--- src/design/idm_pkg.sv ---
`default_nettype none
package idm_pkg;

  localparam int unsigned AxisW    = 8;
  localparam int unsigned NumAxes  = 3;
  localparam int unsigned SumW     = 10;
  localparam int unsigned QuietW   = 17;
  localparam int unsigned TimeoutW = 16;
  localparam int unsigned CfgDataW = 16;
  localparam int unsigned CfgIdxW  = 2;

  localparam logic [QuietW-1:0] QuietMax = {QuietW{1'b1}};

  // register indexes on the configuration port
  localparam logic [CfgIdxW-1:0] CFG_DEADBAND      = 2'd0;
  localparam logic [CfgIdxW-1:0] CFG_ACT_THRESHOLD = 2'd1;
  localparam logic [CfgIdxW-1:0] CFG_EXIT_THRESH   = 2'd2;
  localparam logic [CfgIdxW-1:0] CFG_IDLE_TIMEOUT  = 2'd3;

  // register reset values
  localparam logic [AxisW-1:0]    DeadbandRst    = 8'd2;
  localparam logic [SumW-1:0]     ActThreshRst   = 10'd80;
  localparam logic [SumW-1:0]     ExitThreshRst  = 10'd60;
  localparam logic [TimeoutW-1:0] IdleTimeoutRst = 16'd36000;

  // item function codes
  localparam logic FUNC_TICK  = 1'b0;
  localparam logic FUNC_CLEAR = 1'b1;

  typedef enum logic [1:0] {
    EVT_NONE       = 2'd0,
    EVT_ENTER_IDLE = 2'd1,
    EVT_EXIT_IDLE  = 2'd2
  } idm_event_e;

  typedef logic [AxisW-1:0] axis_t;

  // settings shared by the decision logic
  typedef struct packed {
    logic [SumW-1:0]     act_threshold;
    logic [SumW-1:0]     exit_threshold;
    logic [TimeoutW-1:0] idle_timeout;
  } idm_thresh_t;

  // outcome of one evaluated tick
  typedef struct packed {
    idm_event_e        evt;
    logic [SumW-1:0]   sum;
    logic [QuietW-1:0] quiet_d;
    logic [SumW-1:0]   prev_sum_d;
  } idm_decision_t;

endpackage
`default_nettype wire

--- src/design/idm_if.sv ---
`default_nettype none
interface idm_in_if
  import idm_pkg::*;
  ();
  logic  valid;
  logic  ready;
  logic  func;
  axis_t accel_x;
  axis_t accel_y;
  axis_t accel_z;
  logic  idle_now;

  modport source (output valid, func, accel_x, accel_y, accel_z, idle_now, input ready);
  modport sink   (input valid, func, accel_x, accel_y, accel_z, idle_now, output ready);
endinterface

interface idm_out_if
  import idm_pkg::*;
  ();
  logic            valid;
  logic            ready;
  logic [1:0]      event_res;
  logic [SumW-1:0] activity_sum;

  modport source (output valid, event_res, activity_sum, input ready);
  modport sink   (input valid, event_res, activity_sum, output ready);
endinterface
`default_nettype wire

--- src/design/accel_idle_motion_detector.sv ---
// Accelerometer idle/motion detector.
// Input channel in_i carries one beat per half-second tick (func = tick,
// with a signed 3-axis sample and the system idle flag) or a clear command
// (func = clear) that zeroes the quiet counter. Every input beat yields
// exactly one beat on out_o: event_res (none, enter idle, exit idle) and
// activity_sum, which is zero for clear beats and for the skipped second
// tick of each pair.
// Configuration: cfg_we_i, cfg_idx_i and cfg_data_i write deadband,
// activity threshold, exit threshold and idle timeout, one per cycle.
// Write only while no beat is in flight.
// The three axis lanes, the sum and the decision settle within the accepting
// cycle and land in the output register.
// Throughput is one beat per cycle; the output register is the only stage.
// If the receiver stalls, the result is held and in_i.ready drops until the
// held beat is taken. Reset restores the default register values, clears
// the quiet counter, previous sum and previous sample, and re-arms seeding
// so that the first evaluated sample gives zero motion.
`default_nettype none
module accel_idle_motion_detector
  import idm_pkg::*;
(
  input  wire logic                clk_i,
  input  wire logic                rst_ni,
  idm_in_if.sink                   in_i,
  idm_out_if.source                out_o,
  input  wire logic                cfg_we_i,
  input  wire logic [CfgIdxW-1:0]  cfg_idx_i,
  input  wire logic [CfgDataW-1:0] cfg_data_i
);

  axis_t             deadband_q;
  idm_thresh_t       thresh_q;
  logic              phase_q;
  logic              seed_q;
  axis_t             prev_q [NumAxes];
  logic [QuietW-1:0] quiet_q;
  logic [SumW-1:0]   prev_sum_q;

  logic              out_valid_q;
  idm_event_e        out_evt_q;
  logic [SumW-1:0]   out_sum_q;

  axis_t             cur [NumAxes];
  axis_t             motion [NumAxes];
  idm_decision_t     dec;
  logic              accept;
  logic              eval;

  assign cur[0] = in_i.accel_x;
  assign cur[1] = in_i.accel_y;
  assign cur[2] = in_i.accel_z;

  for (genvar g = 0; g < NumAxes; g++) begin : g_lane
    idm_lane u_lane (
      .prev_i     (prev_q[g]),
      .cur_i      (cur[g]),
      .seed_i     (seed_q),
      .deadband_i (deadband_q),
      .motion_o   (motion[g])
    );
  end

  idm_merge u_merge (
    .motion_i     (motion),
    .idle_now_i   (in_i.idle_now),
    .thresh_i     (thresh_q),
    .quiet_q_i    (quiet_q),
    .prev_sum_q_i (prev_sum_q),
    .dec_o        (dec)
  );

  assign in_i.ready = !out_valid_q || out_o.ready;
  assign accept     = in_i.valid && in_i.ready;
  assign eval       = (in_i.func == FUNC_TICK) && !phase_q;

  assign out_o.valid        = out_valid_q;
  assign out_o.event_res    = out_evt_q;
  assign out_o.activity_sum = out_sum_q;

  always_ff @(posedge clk_i or negedge rst_ni) begin
    if (!rst_ni) begin
      deadband_q              <= DeadbandRst;
      thresh_q.act_threshold  <= ActThreshRst;
      thresh_q.exit_threshold <= ExitThreshRst;
      thresh_q.idle_timeout   <= IdleTimeoutRst;
    end else if (cfg_we_i) begin
      case (cfg_idx_i)
        CFG_DEADBAND:      deadband_q              <= cfg_data_i[AxisW-1:0];
        CFG_ACT_THRESHOLD: thresh_q.act_threshold  <= cfg_data_i[SumW-1:0];
        CFG_EXIT_THRESH:   thresh_q.exit_threshold <= cfg_data_i[SumW-1:0];
        CFG_IDLE_TIMEOUT:  thresh_q.idle_timeout   <= cfg_data_i[TimeoutW-1:0];
        default: ;
      endcase
    end
  end

  always_ff @(posedge clk_i or negedge rst_ni) begin
    if (!rst_ni) begin
      phase_q    <= 1'b0;
      seed_q     <= 1'b1;
      prev_q     <= '{default: '0};
      quiet_q    <= '0;
      prev_sum_q <= '0;
    end else if (accept) begin
      if (in_i.func == FUNC_CLEAR) begin
        quiet_q <= '0;
      end else if (phase_q) begin
        phase_q <= 1'b0;
      end else begin
        phase_q    <= 1'b1;
        seed_q     <= 1'b0;
        prev_q     <= cur;
        quiet_q    <= dec.quiet_d;
        prev_sum_q <= dec.prev_sum_d;
      end
    end
  end

  always_ff @(posedge clk_i or negedge rst_ni) begin
    if (!rst_ni) begin
      out_valid_q <= 1'b0;
    end else if (accept) begin
      out_valid_q <= 1'b1;
    end else if (out_o.ready) begin
      out_valid_q <= 1'b0;
    end
  end

  // payload: load on every accepted beat, hold otherwise
  always_ff @(posedge clk_i) begin
    if (accept) begin
      out_evt_q <= eval ? dec.evt : EVT_NONE;
      out_sum_q <= eval ? dec.sum : '0;
    end
  end

endmodule
`default_nettype wire

--- src/design/idm_lane.sv ---
`default_nettype none
module idm_lane
  import idm_pkg::*;
(
  input  axis_t prev_i,
  input  axis_t cur_i,
  input  logic  seed_i,
  input  axis_t deadband_i,
  output axis_t motion_o
);

  logic signed [AxisW:0] prev_ext;
  logic signed [AxisW:0] cur_ext;
  logic signed [AxisW:0] diff;
  logic        [AxisW:0] mag;

  // on the seeding tick the previous sample equals the current one
  always_comb begin
    prev_ext = seed_i ? {cur_i[AxisW-1], cur_i} : {prev_i[AxisW-1], prev_i};
    cur_ext  = {cur_i[AxisW-1], cur_i};
    diff     = cur_ext - prev_ext;
    mag      = diff[AxisW] ? (~diff + 1'b1) : diff;
    motion_o = (mag[AxisW-1:0] < deadband_i) ? '0 : mag[AxisW-1:0];
  end

endmodule
`default_nettype wire

--- src/design/idm_merge.sv ---
`default_nettype none
module idm_merge
  import idm_pkg::*;
(
  input  axis_t             motion_i [NumAxes],
  input  logic              idle_now_i,
  input  idm_thresh_t       thresh_i,
  input  logic [QuietW-1:0] quiet_q_i,
  input  logic [SumW-1:0]   prev_sum_q_i,
  output idm_decision_t     dec_o
);

  logic [SumW-1:0]   sum;
  logic [QuietW-1:0] quiet_inc;

  always_comb begin
    sum = {{(SumW-AxisW){1'b0}}, motion_i[0]}
        + {{(SumW-AxisW){1'b0}}, motion_i[1]}
        + {{(SumW-AxisW){1'b0}}, motion_i[2]};
    quiet_inc = (quiet_q_i == QuietMax) ? quiet_q_i : quiet_q_i + 1'b1;

    dec_o.evt        = EVT_NONE;
    dec_o.sum        = sum;
    dec_o.quiet_d    = quiet_q_i;
    dec_o.prev_sum_d = prev_sum_q_i;

    if (!idle_now_i) begin
      dec_o.quiet_d = quiet_inc;
      if (sum < thresh_i.act_threshold) begin
        if (quiet_inc > {1'b0, thresh_i.idle_timeout}) begin
          dec_o.quiet_d = '0;
          dec_o.evt     = EVT_ENTER_IDLE;
        end
      end else begin
        dec_o.quiet_d = '0;
      end
    end else begin
      if ((prev_sum_q_i > thresh_i.act_threshold) && (sum > thresh_i.exit_threshold)) begin
        dec_o.evt = EVT_EXIT_IDLE;
      end
      dec_o.prev_sum_d = sum;
    end
  end

endmodule
`default_nettype wire
--- src/flat_wrapper.sv ---
// flat-port wrapper written by rule: the top's interface ports become plain ports
module accel_idle_motion_detector_flat import idm_pkg::*;
  (clk_i, rst_ni, cfg_we_i, cfg_idx_i, cfg_data_i, in_i_valid, in_i_func, in_i_accel_x, in_i_accel_y, in_i_accel_z, in_i_idle_now, in_i_ready, out_o_valid, out_o_event_res, out_o_activity_sum, out_o_ready);
  idm_in_if in_i_i ();
  idm_out_if out_o_i ();
  input  wire logic clk_i;
  input  wire logic rst_ni;
  input  wire logic cfg_we_i;
  input  wire logic [CfgIdxW-1:0] cfg_idx_i;
  input  wire logic [CfgDataW-1:0] cfg_data_i;
  input wire logic [$bits(in_i_i.valid)-1:0] in_i_valid;
  input wire logic [$bits(in_i_i.func)-1:0] in_i_func;
  input wire logic [$bits(in_i_i.accel_x)-1:0] in_i_accel_x;
  input wire logic [$bits(in_i_i.accel_y)-1:0] in_i_accel_y;
  input wire logic [$bits(in_i_i.accel_z)-1:0] in_i_accel_z;
  input wire logic [$bits(in_i_i.idle_now)-1:0] in_i_idle_now;
  output wire logic [$bits(in_i_i.ready)-1:0] in_i_ready;
  output wire logic [$bits(out_o_i.valid)-1:0] out_o_valid;
  output wire logic [$bits(out_o_i.event_res)-1:0] out_o_event_res;
  output wire logic [$bits(out_o_i.activity_sum)-1:0] out_o_activity_sum;
  input wire logic [$bits(out_o_i.ready)-1:0] out_o_ready;
  assign in_i_i.valid = in_i_valid;
  assign in_i_i.func = in_i_func;
  assign in_i_i.accel_x = in_i_accel_x;
  assign in_i_i.accel_y = in_i_accel_y;
  assign in_i_i.accel_z = in_i_accel_z;
  assign in_i_i.idle_now = in_i_idle_now;
  assign in_i_ready = in_i_i.ready;
  assign out_o_valid = out_o_i.valid;
  assign out_o_event_res = out_o_i.event_res;
  assign out_o_activity_sum = out_o_i.activity_sum;
  assign out_o_i.ready = out_o_ready;
  accel_idle_motion_detector u_core (.clk_i(clk_i), .rst_ni(rst_ni), .in_i(in_i_i), .out_o(out_o_i), .cfg_we_i(cfg_we_i), .cfg_idx_i(cfg_idx_i), .cfg_data_i(cfg_data_i));
endmodule
--- config.mk ---
export PLATFORM = sky130hd
export DESIGN_NAME = accel_idle_motion_detector_flat
export DESIGN_NICKNAME = d
export VERILOG_FILES = /design/src/design/idm_pkg.sv /design/src/design/idm_if.sv /design/src/design/accel_idle_motion_detector.sv /design/src/design/idm_lane.sv /design/src/design/idm_merge.sv /design/src/flat_wrapper.sv
export SDC_FILE = /design/constraint.sdc
export NUM_CORES = 1
export LEC_CHECK = 0
export ABC_AREA = 1
export BUFFER_PORTS_ARGS = -buffer_cell sky130_fd_sc_hd__buf_2
export CAP_MARGIN = 20
export CORE_MARGIN = 2
export CORE_UTILIZATION = 60
export CTS_CLUSTER_SIZE = 30
export DETAILED_ROUTE_END_ITERATION = 10
export PLACE_DENSITY = 0.77
export SLEW_MARGIN = 30
export SYNTH_ARGS = -nofsm -noshare
export SYNTH_HDL_FRONTEND = slang
export SYNTH_SLANG_ARGS = --single-unit
--- constraint.sdc ---
create_clock -name clk_i -period 16.61 [get_ports clk_i]
set_input_delay 3.322 -clock clk_i [delete_from_list [all_inputs] [get_ports clk_i]]
set_output_delay 3.322 -clock clk_i [all_outputs]
set_load 0.005 [all_outputs]
==> results of run 1 <==
state kept, by name, indices dropped and copies added, names as in the netlist:
signal	count
u_core.thresh_q	36
u_core.prev_q	24
u_core.quiet_q	17
u_core.out_o.activity_sum	10
u_core.prev_sum_q	10
u_core.deadband_q	8
u_core.out_o.event_res	2
u_core.out_o.valid	1
u_core.phase_q	1
u_core.seed_q	1
worst max path at each step:
stage                     from                                 endpoint  slack, ns  cells past startpoint
2_1_floorplan  in_i_accel_x[0]            u_core.quiet_q[6]$_DFFE_PN0P_       7.38                     42
3_3_place_gp   in_i_accel_x[0]  u_core.out_o.event_res[0]$_SDFFCE_PP0P_       6.12                     41
3_5_place_dp   in_i_accel_y[0]  u_core.out_o.event_res[0]$_SDFFCE_PP0P_       6.35                     41
4_1_cts        in_i_accel_y[0]  u_core.out_o.event_res[0]$_SDFFCE_PP0P_       6.67                     41
5_1_grt        in_i_accel_y[0]  u_core.out_o.event_res[0]$_SDFFCE_PP0P_       5.64                     43
6_report       in_i_accel_y[0]  u_core.out_o.event_res[0]$_SDFFCE_PP0P_       6.55                     41
routing by layer:
metal  vias to the layer above  share of wire (%)  wire length (um)  global-route usage (%)
li1                       4112                  -                 -                       -
met1                      3555                 47              9180                    34.2
met2                       158                 47              9190                    42.7
met3                        30                4.1               792                    4.67
met4                         0                1.5               290                    5.49
met5                         -                  0                 0                       0
cell usage after synthesis, types with 3 or more instances:
library cell  number  area (um2)
nand2_1          338        1270
inv_1            185         694
ha_1             114        1430
o21ai_0          114         571
dfrtp_1           85        2130
a21oi_1           75         375
nor2_1            72         270
nand3_1           46         230
nand4_1           41         257
clkbuf_1          23        86.3
xor2_1            19         166
xnor2_1           15         131
dfstp_2           13         342
edfxtp_1          12         360
nand2_2           10        62.6
nor3_1             8        40.0
inv_2              7        26.3
fa_1               5         100
nand3b_1           5        37.5
nor4_1             5        31.3
nor2_4             4        45.0
o21bai_1           4        30.0
or2_1              4        25.0
o21a_1             3        22.5
o21ai_1            3        15.0
logic make-up (layout without fill, tap and decap cells):
family                     count (synthesis)  in the layout  share of synthesized area, %
buffers and inverters                    219            274                          9.36
DFF                                      110            110                          31.6
AOI/OAI and AO/OA                        209            209                          12.2
adders and majority gates                119            119                          17.1
xor gates and xnor gates                  35             35                          3.51
and+or+nand+nor                          543            543                          26.2
per-stage QoR:
step / setup WS (ns) / std cells / hold slack [ns] / util (%) / cell area (um2)
detailed placement: 6.35 / 1458 / 0.470 / 64.7 / 9400
finish: 6.55 / 1474 / 0.483 / 67.0 / 9740
CTS: 6.67 / 1474 / 0.489 / 67.0 / 9730
global placement: 6.12 / 1458 / 0.461 / 64.7 / 9400
global route: 5.64 / 1474 / 0.504 / 67.0 / 9740
floorplan: 7.38 / 1235 / 0.448 / - / 8940
layout by cell type, fill, tap and decap left out, drive strengths merged:
cell type and count:
xor2 20, a31oi 2, fa 5, ha 114
and2 2, a21o 1, edfxtp 12, o211ai 2
and3 1, nand2 350, o21a 3, dfrtp 85
clkinv 2, nor3b 1, nor2 78, nand3b 5
nand4 41, bufinv 1, o21bai 4, xnor2 15
a21oi 75, a211oi 1, inv 194, dfstp 13
or2 6, clkbuf 11, o311ai 1, o2111ai 1
a21boi 1, nor3 8, nor4 5, nand3 46
o21ai 118, clkinvlp 1, buf 65
tightest hold or removal path: stages (launching register included):
cell and delay, ns:
dfrtp_1 0.35, nand2_1 0.05, o21ai_0 0.05
layout make-up:
| cell class | instances | share of cell area (%) |
|---|---|---|
| Sequential cell | 110 | 29.0 |
| Clock buffer | 11 | 2.61 |
| Clock inverter | 5 | 0.758 |
| Tap cell | 184 | 2.36 |
| Multi-Input combinational cell | 906 | 54.3 |
| Timing Repair Buffer | 65 | 3.48 |
| Inverter | 193 | 7.49 |
==> results.cfg, run 1 <==
[logic_synthesis]
seq_area_frac_synth_pct = 31.6
synth-edff-count = 12
syn_area_um2 = 8940
synth_area_per_cell_um2 = 7.24
ys_types = 44
synth_nets = 1403
post_synth_inst_count = 1235
synth_ff_type = dfrtp_1
ys_ff_latch = 110
yosys_warnings = 0
async_reset_ff_share_pct = 89.1

[sta]
slew_violations = 0
setup_viol = 0
max-slew-margin-rel_pct = 46.6
hold_violations = 0
fmax_ghz = 0.0994
min_period_ns = 10.06
fin_setup_tns_ns = 0
worst_pin_slew_ns = 0.801
clock_skew_ns = 0.00778
timing.final.crit_share_pct = 60.6
grt_setup_unrepaired = no

[grt]
antenna_found_initial = 0
grt_pass1_vias = 7410
grt_max_degree = 76
grt_pass1_wl_mm = 33.4
track_usage_pct = 25.3
overflow = 0

[worst_setup_path]
reg2reg_slack_ns = 8.53
arrival_ns = 10.25
crit_path_max_incr_delay_ns = 0.63
rr_worst_depth = 40
critPathKind = in2reg
cp_num_buf_inv = 9
r2r_start = u_core.seed_q$_DFFE_PN1P_
crit_required_ns = 16.80
endpoint_kind = register
crit_family = adder cells
crit_path_start_kind = input port
r2r_end = u_core.out_o.event_res[0]$_SDFFCE_PP0P_
worstPathMaxFanout = 17
slowest_stage = nor2_2

[floorplan]
die-area_um2 = 15900
io_pins = 63
core-area_um2 = 14500
start_util_pct = 61.5
placementRows = 44
die_w_um = 126
die_y_um = 126

[clock_tree]
cts.sinks = 110
cts_setup_buffers = 0
ctsResizeCount = 0
htree_levels = 3
cts_buffers = 9
clkTransAtPathRegs_ns = 0.08
holdBufCountCts = 0
clock_latency_ns = 0.36
cts_buffer_depth = 2
cts_tree = built
cts_root_buf = clkbuf_16

[min_path]
worstHoldPathCells = 2
hp-class = reg2reg
hold_start = u_core.prev_q[22]$_DFFE_PN0P_
min_to = u_core.prev_q[22]$_DFFE_PN0P_

[route]
drc = 0
vias = 7855
first_pass_iters = 5
ant_nets = 0
avgViaCountPerCell = 5.33
wire_per_inst_um = 13.2
drt_iter0_markers = 510
wirelength_mm = 19.5

[job]
cap_violations = 0

[finish]
fin_nets = 1453
nFillCells = 1298
multiInputGateArea_um2 = 5280
antenna_cells = 0
drive_gt1_share_pct = 9.84
area_growth_pct = 8.94
final-seq-area_um2 = 2830

[run_status]
status = complete, no violations

[placed_design]
gp_congestion = 0.898
io_buffers = 62
dp.final_hpwl_mm = 15.0
Power of run 1 is left out: the tool's default activity adds up to more than one toggle a clock period on the data nets, which glitch-free logic cannot reach.
==> run 2: changes to the inputs <==
- ABC_AREA: 1 -> 0
- CORE_UTILIZATION: 60 -> 56
- PLACE_DENSITY: 0.77 -> 0.76
- clock period: 16.61 -> 8.4 ns (I/O delays scaled with it)
==> run 2 against run 1 <==
Against the previous run: setup slack worse by 6.5 ns; die area up 3.3%; critical path depth down 1; final cell count down 15%; non-clock buffer count up 92; critical path type unchanged.
==> results.cfg, run 2 <==
[run_status]
status = complete, no violations

[floorplan]
start_util_pct = 57.0
core-area_um2 = 15100
placementRows = 45
io_pins = 63
die_y_um = 128
die-area_um2 = 16400
die_w_um = 128

[logic_synthesis]
synth_area_per_cell_um2 = 9.58
ys_ff_latch = 110
synthTopCellsByCount = ha_1 (114), dfrtp_1 (85), inv_1 (79), nand2_1 (71), mux2_2 (62)
syn_area_um2 = 8630
async_reset_ff_share_pct = 89.1
synth-edff-count = 12
synth_nets = 1069
synth.area.top_cells = dfrtp_1 (25%), ha_1 (17%), mux2_2 (8.1%)
yosys_warnings = 0
post_synth_inst_count = 901
synth_ff_type = dfrtp_1
synth.most_common_cell = ha_1
seq_area_frac_synth_pct = 32.8
synth_top_area_share_pct = 24.7
yosysTopAreaCell = dfrtp_1
ys_types = 64

[grt]
track_usage_pct = 23.9
overflow = 0
grt_pass1_wl_mm = 31.4
grt_pass1_vias = 6768
antenna_found_initial = 0
grt_max_degree = 67

[sta]
hold_violations = 0
clock_skew_ns = 0.0109
whs_ns = 0.495
setup_slack_ns = 0.0351
fmax_ghz = 0.120
worst_pin_slew_ns = 0.831
max-slew-margin-rel_pct = 44.6
slew_violations = 0
min_period_ns = 8.36
grt_setup_unrepaired = yes
timing.final.crit_share_pct = 99.6
setup_viol = 0

[route]
vias = 7029
wirelength_mm = 19.5
wire_per_inst_um = 15.7
drt_iter0_markers = 357
ant_nets = 0
first_pass_iters = 5
avgViaCountPerCell = 5.64
drc = 0

[clock_tree]
cts.sinks = 110
holdBufCountCts = 0
cts_buffers = 9
cts_root_buf = clkbuf_16
cts_tree = built
htree_levels = 3
clock_latency_ns = 0.36
cts_buffer_depth = 2
clkTransAtPathRegs_ns = 0.08

[finish]
instances_no_fill = 1247
final_common_cell = ha_1
fin_nets = 1222
drive_gt1_share_pct = 30.4
postLayoutCellArea_um2 = 10300
layout_common_cells = ha_1 (110), buf_4 (96), dfrtp_1 (85)
top_register = u_core.thresh_q
area_growth_pct = 19.8
antenna_cells = 0
largestRegisters = u_core.thresh_q: 36 flops, u_core.prev_q: 24 flops, u_core.quiet_q: 17 flops
largest_reg_flops = 36

[placed_design]
postPlaceCellArea_um2 = 9740
gp_congestion = 0.887
pre_cts_slack_ns = -0.462
io_buffers = 62
dp.final_hpwl_mm = 14.6
dpl.cell_count = 1219

[worst_setup_path]
arrival_ns = 8.62
rr_worst_depth = 38
cp-startpoint = in_i_accel_x[0]
endpoint_kind = register
reg2reg_slack_ns = 0.41
slowest_stage = a2111oi_2
crit_top_cell = buf_4
crit_required_ns = 8.66
r2r_end = u_core.quiet_q[1]$_DFFE_PN0P_
endpoint = u_core.quiet_q[1]$_DFFE_PN0P_
r2r_start = u_core.seed_q$_DFFE_PN1P_
worstPathMaxFanout = 6
crit_path_start_kind = input port
critPathKind = in2reg
crit_path_max_incr_delay_ns = 0.39

[min_path]
hp-class = reg2reg

[job]
cap_violations = 0
[run 2: cell types whose count changed after synthesis, moves of 34 or more]
cell / previous run / this run
nand4_1: 41 / 7
nand2_1: 338 / 71
inv_1: 185 / 79
mux2_2: 0 / 62
a21oi_1: 75 / 39
o21ai_0: 114 / 46
[run 2: metrics by stage]
stage | setup TNS, ns | util (%)
after floorplan | 0 | -
after global placement | -2.59 | 64.3
after detailed placement | -6.86 | 64.3
after CTS | 0 | 66.2
after global routing | -4.94 | 68.2
final | 0 | 68.2
[run 2: how the worst min path moves through the flow]
| stage | startpoint | endpoint | slack [ns] | cells past startpoint |
|---|---|---|---|---|
| 2_1_floorplan | u_core.prev_q[0]$_DFFE_PN0P_ | u_core.prev_q[0]$_DFFE_PN0P_ | 0.45 | 2 |
| 3_3_place_gp | u_core.prev_q[16]$_DFFE_PN0P_ | u_core.prev_q[16]$_DFFE_PN0P_ | 0.46 | 2 |
| 3_5_place_dp | u_core.prev_q[0]$_DFFE_PN0P_ | u_core.prev_q[0]$_DFFE_PN0P_ | 0.48 | 2 |
| 4_1_cts | u_core.prev_q[0]$_DFFE_PN0P_ | u_core.prev_q[0]$_DFFE_PN0P_ | 0.50 | 2 |
| 5_1_grt | u_core.prev_q[19]$_DFFE_PN0P_ | u_core.prev_q[19]$_DFFE_PN0P_ | 0.51 | 1 |
| 6_report | u_core.prev_q[0]$_DFFE_PN0P_ | u_core.prev_q[0]$_DFFE_PN0P_ | 0.49 | 2 |
[run 2: cell type report]
class,instances,area [um2]
Multi-Input combinational cell,695,5660
Fill cell,1196,4810
Sequential cell,110,2830
Timing Repair Buffer,157,1030
Inverter,80,303
Tap cell,188,235
Clock buffer,10,229
Clock inverter,6,43.8
Timing Repair inverter,1,7.51
[run 2: timing repair]
action | CTS | global route
setup buffers | 2 | 10
gates cloned | 0 | 1
gates resized for setup | 3 | 61
pin swaps | 0 | 49
endpoints found under the setup margin | 14 | 18
[run 2: routing by layer]
metal	track usage, %	part of all wire (%)	vias up
met2	43.0	52	136
met5	0	0	-
met1	29.3	43	3369
li1	-	-	3499
met4	7.18	1.8	0
met3	4.22	3.0	25
[run 2: cells by family (layout without fill, tap and decap cells)]
kind of cell / after synthesis / count (layout) / synth area share [%]
AOI/OAI and AO/OA: 188 / 188 / 14.7
xor gates and xnor gates: 50 / 50 / 5.08
adders and majority gates: 119 / 119 / 17.7
buffers and inverters: 96 / 254 / 4.28
DFF: 110 / 110 / 32.8
muxes: 87 / 87 / 11.0
and+or+nand+nor: 251 / 251 / 14.5
[run 2: worst max-delay path, delay by kind of cell]
family	cells	cell delay, ns
xor+xnor	3	0.58
fa+ha+maj	6	1.67
compound gates	11	2.07
simple gates	10	1.22
buf+inv	9	1.24
mux	1	0.14
Power of run 2 is left out for the same reason.
